--- src/sv/asc_pkg.sv ---
// ----------------------------------------------------------------------------
// asc_pkg: shared types and constants of the alarm snooze controller
// Holds the field codes, the register indexes, the timing constants and the
// structs that travel between the configuration, engine and top level.
// ----------------------------------------------------------------------------
package asc_pkg;

  localparam int unsigned TIME_W     = 32;
  localparam int unsigned PERIOD_W   = 23;  // 99 minutes in ms fits in 23 bits
  localparam int unsigned CFG_IDX_W  = 3;
  localparam int unsigned CFG_DATA_W = 8;

  localparam logic [15:0]       MS_PER_MINUTE   = 16'd60000;
  localparam logic [TIME_W-1:0] GUARD_MS        = 32'd62000;
  localparam logic [TIME_W-1:0] RING_TIMEOUT_MS = 32'd600000;

  // Item kinds
  localparam logic [1:0] KIND_TICK   = 2'd0;
  localparam logic [1:0] KIND_SNOOZE = 2'd1;
  localparam logic [1:0] KIND_STOP   = 2'd2;
  localparam logic [1:0] KIND_MODE   = 2'd3;

  // Alarm modes
  localparam logic [1:0] MODE_OFF    = 2'd0;
  localparam logic [1:0] MODE_SINGLE = 2'd1;
  localparam logic [1:0] MODE_REPEAT = 2'd2;
  localparam logic [1:0] MODE_SKIP   = 2'd3;

  // Lamp commands
  localparam logic [1:0] LAMP_NONE = 2'd0;
  localparam logic [1:0] LAMP_ON   = 2'd1;
  localparam logic [1:0] LAMP_OFF  = 2'd2;

  // Buzzer commands
  localparam logic [1:0] BUZZ_NONE    = 2'd0;
  localparam logic [1:0] BUZZ_OFF     = 2'd1;
  localparam logic [1:0] BUZZ_REGULAR = 2'd2;
  localparam logic [1:0] BUZZ_LAST    = 2'd3;

  // Ambient light commands
  localparam logic [1:0] AMB_NONE     = 2'd0;
  localparam logic [1:0] AMB_FADE_IN  = 2'd1;
  localparam logic [1:0] AMB_FADE_OUT = 2'd2;

  // Configuration register indexes
  localparam logic [CFG_IDX_W-1:0] REG_ALARM_HOUR     = 3'd0;
  localparam logic [CFG_IDX_W-1:0] REG_ALARM_MINUTE   = 3'd1;
  localparam logic [CFG_IDX_W-1:0] REG_DAY_MASK       = 3'd2;
  localparam logic [CFG_IDX_W-1:0] REG_SNOOZE_MINUTES = 3'd3;
  localparam logic [CFG_IDX_W-1:0] REG_SNOOZE_LIMIT   = 3'd4;
  localparam logic [CFG_IDX_W-1:0] REG_SIGNAL_FLAGS   = 3'd5;
  localparam logic [CFG_IDX_W-1:0] REG_AMBIENT_LEVEL  = 3'd6;
  localparam logic [CFG_IDX_W-1:0] REG_INHIBIT        = 3'd7;

  typedef struct packed {
    logic [4:0]          alarm_hour;
    logic [5:0]          alarm_minute;
    logic [6:0]          day_mask;
    logic [3:0]          snooze_limit;
    logic [1:0]          signal_flags;
    logic [7:0]          ambient_level;
    logic                inhibit;
    logic [PERIOD_W-1:0] snooze_period;
  } cfg_t;

  typedef struct packed {
    logic [1:0]        kind;
    logic [TIME_W-1:0] now_ms;
    logic [2:0]        weekday;
    logic [4:0]        hour_now;
    logic [5:0]        minute_now;
    logic [1:0]        mode_value;
  } item_t;

  typedef struct packed {
    logic [1:0] lamp_cmd;
    logic [1:0] buzzer_cmd;
    logic [1:0] ambient_cmd;
    logic [7:0] ambient_target;
    logic       activated;
    logic       stopped;
    logic       persist_request;
    logic [1:0] mode_now;
    logic       is_active;
    logic       is_snoozing;
    logic [3:0] snoozes_left;
    logic       write_ok;
  } result_t;

  typedef struct packed {
    logic [1:0]        mode;
    logic              active;
    logic              snoozing;
    logic [3:0]        snooze_remaining;
    logic [TIME_W-1:0] snooze_start_time;
    logic [TIME_W-1:0] activation_time;
    logic              activation_seen;
  } state_t;

endpackage

--- src/sv/asc_ifs.sv ---
// ----------------------------------------------------------------------------
// asc_ifs: stream channels of the alarm snooze controller
// One channel for input beats and one for result beats, valid/ready each.
// ----------------------------------------------------------------------------
interface asc_item_if;
  logic          valid;
  logic          ready;
  asc_pkg::item_t data;

  modport source (output valid, output data, input ready);
  modport sink   (input valid, input data, output ready);
endinterface

interface asc_result_if;
  logic            valid;
  logic            ready;
  asc_pkg::result_t data;

  modport source (output valid, output data, input ready);
  modport sink   (input valid, input data, output ready);
endinterface

--- src/sv/asc_cfg.sv ---
// ----------------------------------------------------------------------------
// asc_cfg: configuration registers
// Write one register per enabled cycle and keep the snooze period in ms.
// ----------------------------------------------------------------------------
module asc_cfg (
  input  logic                            clk,
  input  logic                            rst,
  input  logic                            wen,
  input  logic [asc_pkg::CFG_IDX_W-1:0]   index,
  input  logic [asc_pkg::CFG_DATA_W-1:0]  wdata,
  output asc_pkg::cfg_t                   cfg
);

  asc_pkg::cfg_t                regs;
  logic [asc_pkg::PERIOD_W-1:0] period_next;

  // One narrow product: 7-bit minutes times the 16-bit ms-per-minute constant,
  // taken from the write data so the period lands with the write itself
  assign period_next = asc_pkg::PERIOD_W'(wdata[6:0]) *
                       asc_pkg::PERIOD_W'(asc_pkg::MS_PER_MINUTE);

  always_ff @(posedge clk) begin
    if (rst) begin
      regs <= '0;
    end else begin
      if (wen) begin
        unique case (index)
          asc_pkg::REG_ALARM_HOUR:     regs.alarm_hour    <= wdata[4:0];
          asc_pkg::REG_ALARM_MINUTE:   regs.alarm_minute  <= wdata[5:0];
          asc_pkg::REG_DAY_MASK:       regs.day_mask      <= wdata[6:0];
          asc_pkg::REG_SNOOZE_MINUTES: regs.snooze_period <= period_next;
          asc_pkg::REG_SNOOZE_LIMIT:   regs.snooze_limit  <= wdata[3:0];
          asc_pkg::REG_SIGNAL_FLAGS:   regs.signal_flags  <= wdata[1:0];
          asc_pkg::REG_AMBIENT_LEVEL:  regs.ambient_level <= wdata[7:0];
          asc_pkg::REG_INHIBIT:        regs.inhibit       <= wdata[0];
        endcase
      end
    end
  end

  assign cfg = regs;

endmodule

--- src/sv/asc_engine.sv ---
// ----------------------------------------------------------------------------
// asc_engine: alarm state and single-pass item update
// Hold the alarm state and work out one result from one registered item.
// ----------------------------------------------------------------------------
module asc_engine (
  input  logic             clk,
  input  logic             rst,
  input  asc_pkg::cfg_t    cfg,
  input  asc_pkg::item_t   item,
  input  logic             en,
  output asc_pkg::result_t res
);

  asc_pkg::state_t st;
  asc_pkg::state_t st_next;

  logic [asc_pkg::TIME_W-1:0] since_act;
  logic [asc_pkg::TIME_W-1:0] since_snooze;
  logic [7:0]                 mask8;
  logic                       day_ok;
  logic                       guard_hold;
  logic                       time_match;

  assign since_act    = item.now_ms - st.activation_time;
  assign since_snooze = item.now_ms - st.snooze_start_time;
  // Weekday seven lands on the zero pad bit and never matches
  assign mask8        = {1'b0, cfg.day_mask};
  assign day_ok       = mask8[item.weekday];
  assign guard_hold   = st.activation_seen && (since_act < asc_pkg::GUARD_MS);
  assign time_match   = (item.hour_now == cfg.alarm_hour) &&
                        (item.minute_now == cfg.alarm_minute);

  always_comb begin
    st_next = st;
    res     = '0;

    unique case (item.kind)
      asc_pkg::KIND_TICK: begin
        if (st.active) begin
          if (st.snoozing) begin
            if (since_snooze >= asc_pkg::TIME_W'(cfg.snooze_period)) begin
              st_next.snoozing        = 1'b0;
              st_next.activation_time = item.now_ms;
              if (cfg.signal_flags[0]) res.lamp_cmd = asc_pkg::LAMP_ON;
              if (cfg.signal_flags[1]) begin
                res.buzzer_cmd = (st.snooze_remaining == '0) ? asc_pkg::BUZZ_LAST
                                                             : asc_pkg::BUZZ_REGULAR;
              end
            end
          end else if (since_act >= asc_pkg::RING_TIMEOUT_MS) begin
            st_next.active           = 1'b0;
            st_next.snoozing         = 1'b0;
            st_next.snooze_remaining = '0;
            res.ambient_cmd          = asc_pkg::AMB_FADE_OUT;
            res.stopped              = 1'b1;
            if (cfg.signal_flags[0]) res.lamp_cmd   = asc_pkg::LAMP_OFF;
            if (cfg.signal_flags[1]) res.buzzer_cmd = asc_pkg::BUZZ_OFF;
          end
        end else if (!guard_hold && day_ok && time_match &&
                     (st.mode != asc_pkg::MODE_OFF)) begin
          st_next.activation_time = item.now_ms;
          st_next.activation_seen = 1'b1;
          if (st.mode == asc_pkg::MODE_SINGLE) begin
            st_next.mode        = asc_pkg::MODE_OFF;
            res.persist_request = 1'b1;
          end
          if (st.mode == asc_pkg::MODE_SKIP) begin
            // Skip one occurrence: switch to repeat and stay silent
            st_next.mode        = asc_pkg::MODE_REPEAT;
            res.persist_request = 1'b1;
          end else if (!cfg.inhibit) begin
            st_next.snooze_remaining = cfg.snooze_limit;
            st_next.snoozing         = 1'b0;
            st_next.active           = 1'b1;
            res.ambient_cmd          = asc_pkg::AMB_FADE_IN;
            res.ambient_target       = cfg.ambient_level;
            res.activated            = 1'b1;
            if (cfg.signal_flags[0]) res.lamp_cmd = asc_pkg::LAMP_ON;
            if (cfg.signal_flags[1]) begin
              res.buzzer_cmd = (cfg.snooze_limit == '0) ? asc_pkg::BUZZ_LAST
                                                        : asc_pkg::BUZZ_REGULAR;
            end
          end
        end
      end
      asc_pkg::KIND_SNOOZE: begin
        if (st.active && !st.snoozing && (st.snooze_remaining != '0)) begin
          st_next.snoozing          = 1'b1;
          st_next.snooze_remaining  = st.snooze_remaining - 4'd1;
          st_next.snooze_start_time = item.now_ms;
          if (cfg.signal_flags[0]) res.lamp_cmd   = asc_pkg::LAMP_OFF;
          if (cfg.signal_flags[1]) res.buzzer_cmd = asc_pkg::BUZZ_OFF;
        end
      end
      asc_pkg::KIND_STOP: begin
        if (st.active) begin
          st_next.active           = 1'b0;
          st_next.snoozing         = 1'b0;
          st_next.snooze_remaining = '0;
          res.ambient_cmd          = asc_pkg::AMB_FADE_OUT;
          res.stopped              = 1'b1;
          if (cfg.signal_flags[0]) res.lamp_cmd   = asc_pkg::LAMP_OFF;
          if (cfg.signal_flags[1]) res.buzzer_cmd = asc_pkg::BUZZ_OFF;
        end
      end
      asc_pkg::KIND_MODE: begin
        st_next.mode = item.mode_value;
        res.write_ok = 1'b1;
      end
    endcase

    res.mode_now     = st_next.mode;
    res.is_active    = st_next.active;
    res.is_snoozing  = st_next.active && st_next.snoozing;
    res.snoozes_left = st_next.active ? st_next.snooze_remaining : 4'd0;
  end

  always_ff @(posedge clk) begin
    if (rst) begin
      st <= '0;
    end else if (en) begin
      st <= st_next;
    end
  end

endmodule

--- src/sv/alarm_snooze_controller.sv ---
// ----------------------------------------------------------------------------
// alarm_snooze_controller: alarm with snooze, stop and ring timeout
// Input register, one pass of update logic, result register.
// ----------------------------------------------------------------------------
// Path: an accepted beat waits in the input register, and the engine result
//   is loaded into the result register when that beat advances.
// Throughput: one beat per cycle; the input register, the engine state and
//   the result register all advance together when the result slot is free.
// Reset (rst, synchronous, active high) clears all configuration registers,
//   the alarm state (mode off, not ringing, guard not armed) and both valids.
module alarm_snooze_controller (
  input  logic                            clk,
  input  logic                            rst,
  input  logic                            cfg_wen,
  input  logic [asc_pkg::CFG_IDX_W-1:0]   cfg_index,
  input  logic [asc_pkg::CFG_DATA_W-1:0]  cfg_data,
  asc_item_if.sink                        item,
  asc_result_if.source                    result
);

  asc_pkg::cfg_t    cfg;
  asc_pkg::item_t   in_data;
  asc_pkg::result_t eng_res;
  asc_pkg::result_t out_data;
  logic             in_valid;
  logic             out_valid;
  logic             advance;

  // Move the held beat through the engine whenever the result slot is empty
  // or is being drained in this same cycle.
  assign advance    = in_valid && (!out_valid || result.ready);
  // Take a new beat when the input register is empty or is moving on.
  assign item.ready = !in_valid || advance;

  asc_cfg u_cfg (
    .clk   (clk),
    .rst   (rst),
    .wen   (cfg_wen),
    .index (cfg_index),
    .wdata (cfg_data),
    .cfg   (cfg)
  );

  // State updates only on advance, so each beat is applied exactly once.
  asc_engine u_engine (
    .clk  (clk),
    .rst  (rst),
    .cfg  (cfg),
    .item (in_data),
    .en   (advance),
    .res  (eng_res)
  );

  // Input register
  always_ff @(posedge clk) begin
    if (rst) begin
      in_valid <= 1'b0;
    end else if (item.ready) begin
      in_valid <= item.valid;
    end
  end

  always_ff @(posedge clk) begin
    if (rst) begin
      in_data <= '0;
    end else if (item.valid && item.ready) begin
      in_data <= item.data;
    end
  end

  // Result register: load on advance, drop valid once the beat is taken
  always_ff @(posedge clk) begin
    if (rst) begin
      out_valid <= 1'b0;
    end else if (advance) begin
      out_valid <= 1'b1;
    end else if (result.ready) begin
      out_valid <= 1'b0;
    end
  end

  always_ff @(posedge clk) begin
    if (advance) begin
      out_data <= eng_res;
    end
  end

  assign result.valid = out_valid;
  assign result.data  = out_data;

  // A start of ringing always leaves the alarm active
  a_activated_active: assert property (@(posedge clk) disable iff (rst)
    (out_valid && out_data.activated) |-> out_data.is_active)
    else $error("activated beat without active alarm");

  // A stop always leaves the alarm idle
  a_stopped_idle: assert property (@(posedge clk) disable iff (rst)
    (out_valid && out_data.stopped) |-> !out_data.is_active)
    else $error("stopped beat with alarm still active");

  // Snooze status and snooze count only show while active
  a_snooze_needs_active: assert property (@(posedge clk) disable iff (rst)
    (out_valid && (out_data.is_snoozing || (out_data.snoozes_left != 4'd0)))
      |-> out_data.is_active)
    else $error("snooze status shown while alarm is not active");

  // A beat moved into the result register must show up as a valid result
  a_advance_loads: assert property (@(posedge clk) disable iff (rst)
    advance |=> out_valid)
    else $error("advanced beat lost before the result register");

endmodule

--- src/flat_wrapper.sv ---
// flat-port wrapper written by rule: the top's interface ports become plain ports
module alarm_snooze_controller_flat 
  (clk, rst, cfg_wen, cfg_index, cfg_data, item_valid, item_data, item_ready, result_valid, result_data, result_ready);
  asc_item_if item_i ();
  asc_result_if result_i ();
  input  logic clk;
  input  logic rst;
  input  logic cfg_wen;
  input  logic [asc_pkg::CFG_IDX_W-1:0] cfg_index;
  input  logic [asc_pkg::CFG_DATA_W-1:0] cfg_data;
  input wire logic [$bits(item_i.valid)-1:0] item_valid;
  input wire logic [$bits(item_i.data)-1:0] item_data;
  output wire logic [$bits(item_i.ready)-1:0] item_ready;
  output wire logic [$bits(result_i.valid)-1:0] result_valid;
  output wire logic [$bits(result_i.data)-1:0] result_data;
  input wire logic [$bits(result_i.ready)-1:0] result_ready;
  assign item_i.valid = item_valid;
  assign item_i.data = item_data;
  assign item_ready = item_i.ready;
  assign result_valid = result_i.valid;
  assign result_data = result_i.data;
  assign result_i.ready = result_ready;
  alarm_snooze_controller u_core (.clk(clk), .rst(rst), .cfg_wen(cfg_wen), .cfg_index(cfg_index), .cfg_data(cfg_data), .item(item_i), .result(result_i));
endmodule
--- config.mk ---
export PLATFORM = sky130hd
export DESIGN_NAME = alarm_snooze_controller_flat
export DESIGN_NICKNAME = d
export VERILOG_FILES = /design/src/sv/asc_pkg.sv /design/src/sv/asc_ifs.sv /design/src/sv/asc_cfg.sv /design/src/sv/asc_engine.sv /design/src/sv/alarm_snooze_controller.sv /design/src/flat_wrapper.sv
export SDC_FILE = /design/constraint.sdc
export NUM_CORES = 1
export LEC_CHECK = 0
export ABC_AREA = 1
export BUFFER_PORTS_ARGS = -buffer_cell sky130_fd_sc_hd__buf_2
export CORE_MARGIN = 1
export CORE_UTILIZATION = 55
export CTS_CLUSTER_DIAMETER = 30
export CTS_CLUSTER_SIZE = 8
export DETAILED_ROUTE_END_ITERATION = 12
export PLACE_DENSITY = 0.74
export SETUP_SLACK_MARGIN = 0.3
export SLEW_MARGIN = 20
export SYNTH_ARGS = -nofsm -noshare
export SYNTH_HDL_FRONTEND = slang
export SYNTH_SLANG_ARGS = --single-unit
--- constraint.sdc ---
create_clock -name clk -period 3.29 [get_ports clk]
set_input_delay 0 -clock clk [delete_from_list [all_inputs] [get_ports clk]]
set_output_delay 0 -clock clk [all_outputs]
set_load 0.01 [all_outputs]
==> qor.yml <==
sta:
  skew_ps: 29.2
  hold_violations: 0
  slew_headroom: 0.505
  tns_ps: -17070
  fin_crit_sh: 1.16
  clock.fmax_ghz: 0.262
  setup-violations-final: 44
  period_needed_ps: 3820
  drv_slew: 0
  hold_slack_ps: 5.96
  worst_pin_slew_ps: 742
  rsz0062_at_grt: "yes"
  setup_slack_ps: -526
setup_path:
  critical_path.slowest_cell: "or3_4"
  reg2reg_to: "u_core.u_engine.st[2]$_SDFFE_PP0P_"
  reg2reg_from: "u_core.in_data[16]$_SDFFE_PP0P_"
  worstRegToRegCells: 24
  critPathMaxFanout: 22
  path_cells: "inv_2 -> ha_4 -> fa_2 -> inv_2 -> nand3_2 -> nand2_2 -> nand2_2 -> nand2_4 -> nand3_2 -> nand2_2 -> xor2_1 -> ha_1 -> nand4_1 -> or3_4 -> nor4_4 -> buf_4 -> nand4_1 -> nand3_2 -> buf_6 -> nor2_4 -> nor2_8 -> buf_12 -> o21ai_0 -> a21oi_2"
  critPathMaxStageDelay_ps: 370
  worstSetupPathType: "flip-flop to flip-flop"
  worstPathRequired_ps: 3750
  r2r_slack_ps: -530
  cp-endpoint: "u_core.u_engine.st[2]$_SDFFE_PP0P_"
  crit_path_end_kind: "flip-flop"
  crit_start: "u_core.in_data[16]$_SDFFE_PP0P_"
  startpoint_type: "flip-flop"
  arrival_ps: 4280
grt:
  grt_pass1_wl_um: 71700
  grt_start_max_net_pins: 133
  overflow: 0
  antenna_found_initial: 0
  grt_usage: 0.334
  first_global_vias: 14941
synth:
  yosysTopAreaCell: "dfxtp_1"
  syn_inst: 2197
  syn_nets: 2414
  yosysUniqueCellTypes: 49
  synth_seq_area_share: 0.295
  synth_flop_cell: "dfxtp_1"
  synth_top_area_share: 0.244
  syn_area_um2: 14500
  synth.area.top_cells: "dfxtp_1 (24%), nand2_1 (13%), ha_1 (12%)"
  synth-seq-cells: 201
  yosysWarnings: 0
  avgSynthCellArea_um2: 6.58
  async_flop_share: 0
  synth_edf_count: 25
pwr:
  pwr-share-clk: 0.431
  power_switching_uw: 3460
  p_sw_frac: 0.324
  p_leak_uw: 0.00961
  p_per_area_nw_per_um2: 534
  seqPwrFrac: 0.249
  vdd_drop_max_v: 0.000499
  p_int_uw: 7220
  pwr-share-comb: 0.320
drt:
  vias_per_cell: 5.47
  ant_nets: 0
  drc: 4
  vias: 15877
  routedWlPerCell_um: 16.4
  routed_wl_um: 47600
  firstDrtPassIters: 10
  drt_iter0_markers: 1300
status:
  violations: "DRC, setup timing"
  outcome: "finished, violations left"
cts:
  h-tree-depth: 2
  cts_tree: "yes"
  cts_buffer_depth: 3
  cts_sinks: 201
  path_clk_slew_ps: 50
  cts_root_buf: "clkbuf_16"
  cts_made_buffers: 44
  clkLatencyLatePin_ps: 540
cells_and_area:
  final-instance-count-excl-fill: 2903
  seqCellArea_um2: 4280
  drive_gt1_frac: 0.230
  diodes: 0
  multi_input_area_um2: 9410
  layout.nets: 2760
  fill_cells: 1731
  area_delta_synth_final_pct: 38.2
floorplan:
  die_width_um: 164
  die_area_um2: 27000
  initial_core_util: 0.568
  core_area_um2: 25500
  die_y_um: 164
  rows: 58
  pin_count: 94
worst_hold_path:
  min_path_type: "input port to flip-flop"
place:
  numPortBuffers: 93
  dp_worst_setup_slack_ps: -478
  place_inst: 2719
  dp_hpwl_um: 30600
  gp_congestion: 0.955
job:
  cap_violations: 0
[stage by stage]
stage	total power, uW	utilization	cell area (um2)
floorplan	4590	-	14600
global placement	5540	0.646	16400
detailed placement	5610	0.646	16400
CTS	10400	0.760	19400
global route	11200	0.785	20000
finish	10700	0.785	20000
[flip-flops by register name, summed over array words and instances, names as in the netlist]
signal and cells:
u_core.u_cfg.cfg 51, u_core.in_data 50, u_core.result.data 25, u_core.result.valid 1, u_core.u_engine.st 73, u_core.in_valid 1
[area by class of cell]
class	count	area share
Clock buffer	53	0.0598
Clock inverter	23	0.0180
Inverter	412	0.0781
Multi-Input combinational cell	1533	0.470
Sequential cell	201	0.214
Tap cell	330	0.0206
Timing Repair Buffer	351	0.139
[cell usage in the layout, fill, tap and decap left out, types with 8 or more instances in the layout]
master,netlist,routed
a21oi_1,242,204
o21ai_0,184,167
a21oi_2,1,37
buf_4,1,171
edfxtp_1,25,25
nand2_1,489,446
o21ai_2,2,8
buf_2,3,91
nand3_1,90,76
o21ai_1,30,40
ha_2,0,9
dlygate4sd3_1,0,67
nand4_1,23,23
nor3_1,17,13
nand3b_1,10,10
nor2_1,201,181
inv_2,16,26
nand3_2,3,15
nand2_2,3,42
dfxtp_1,176,170
clkbuf_16,0,46
buf_6,3,10
nor2_2,4,20
xnor2_1,8,8
ha_4,0,28
inv_1,394,379
ha_1,133,96
fa_1,18,16
xor2_1,29,27
[worst max-delay path, delay by kind of cell, from the launching register on]
kind	cells	cell delay [ps]
fa+ha+maj	3	800
compound gates	2	310
simple gates	13	1680
flops	1	310
xor+xnor	1	70
buf+inv	5	580
[per-layer routing]
layer  global-route usage  wire length (um)
met1                0.411             19600
met5                    0                 0
met3               0.0424              2720
met2                0.582             23400
met4                0.140              1920
[cells in the mapped netlist, drive strengths merged, types with 3 or more instances]
| library cell | n |
|---|---|
| nand2 | 492 |
| inv | 410 |
| a21oi | 243 |
| o21ai | 216 |
| nor2 | 207 |
| dfxtp | 176 |
| ha | 133 |
| nand3 | 93 |
| clkbuf | 44 |
| xor2 | 29 |
| edfxtp | 25 |
| nand4 | 23 |
| fa | 18 |
| nor3 | 17 |
| nand3b | 10 |
| xnor2 | 8 |
| a31oi | 7 |
| buf | 7 |
| a211oi | 6 |
| or2 | 5 |
| o21bai | 4 |
| and2 | 3 |
| nor4 | 3 |
[power by group through the flow]
| stage | Sequential, uW | Clock [uW] | Combinational, uW |
|---|---|---|---|
| floorplan | 2680 | 0 | 1900 |
| global placement | 2690 | 0 | 2850 |
| detailed placement | 2690 | 0 | 2910 |
| CTS | 2650 | 4570 | 3130 |
| global route | 2670 | 4740 | 3790 |
| finish | 2660 | 4610 | 3420 |
[logic make-up (layout without fill, tap and decap cells)]
kind of cell,count (synthesis),count (layout),synth area share
flip-flops,201,201,0.295
AND/OR/NAND/NOR,855,855,0.244
XOR/XNOR,37,37,0.0224
adder cells (fa/ha/maj),151,151,0.140
buffers and inverters,463,839,0.122
AO/OA/AOI/OAI,490,490,0.176
[how the worst min path moves through the flow]
stage	start	endpoint	depth (start not counted)
after detailed placement	item_data[11]	u_core.in_data[11]$_SDFFE_PP0P_	3
after floorplan	cfg_data[6]	u_core.u_cfg.cfg[44]$_SDFFE_PP0P_	2
after CTS	cfg_data[1]	u_core.u_cfg.cfg[35]$_SDFFE_PP0P_	4
after global placement	item_data[9]	u_core.in_data[9]$_SDFFE_PP0P_	3
after global routing	cfg_data[5]	u_core.u_cfg.cfg[50]$_SDFFE_PP0P_	5
final	cfg_data[5]	u_core.u_cfg.cfg[43]$_SDFFE_PP0P_	5
[repair_timing]
| item | in CTS | in global routing |
|---|---|---|
| gates resized for setup | 92 | 122 |
| hold buffers | 67 | 0 |
| pin swaps | 25 | 52 |
| endpoints found under the setup margin | 63 | 68 |
| cloned | 3 | 1 |
| setup buffers | 20 | 17 |
| endpoints found under the hold margin | 78 | 0 |
(Power assumes the default switching activity.)
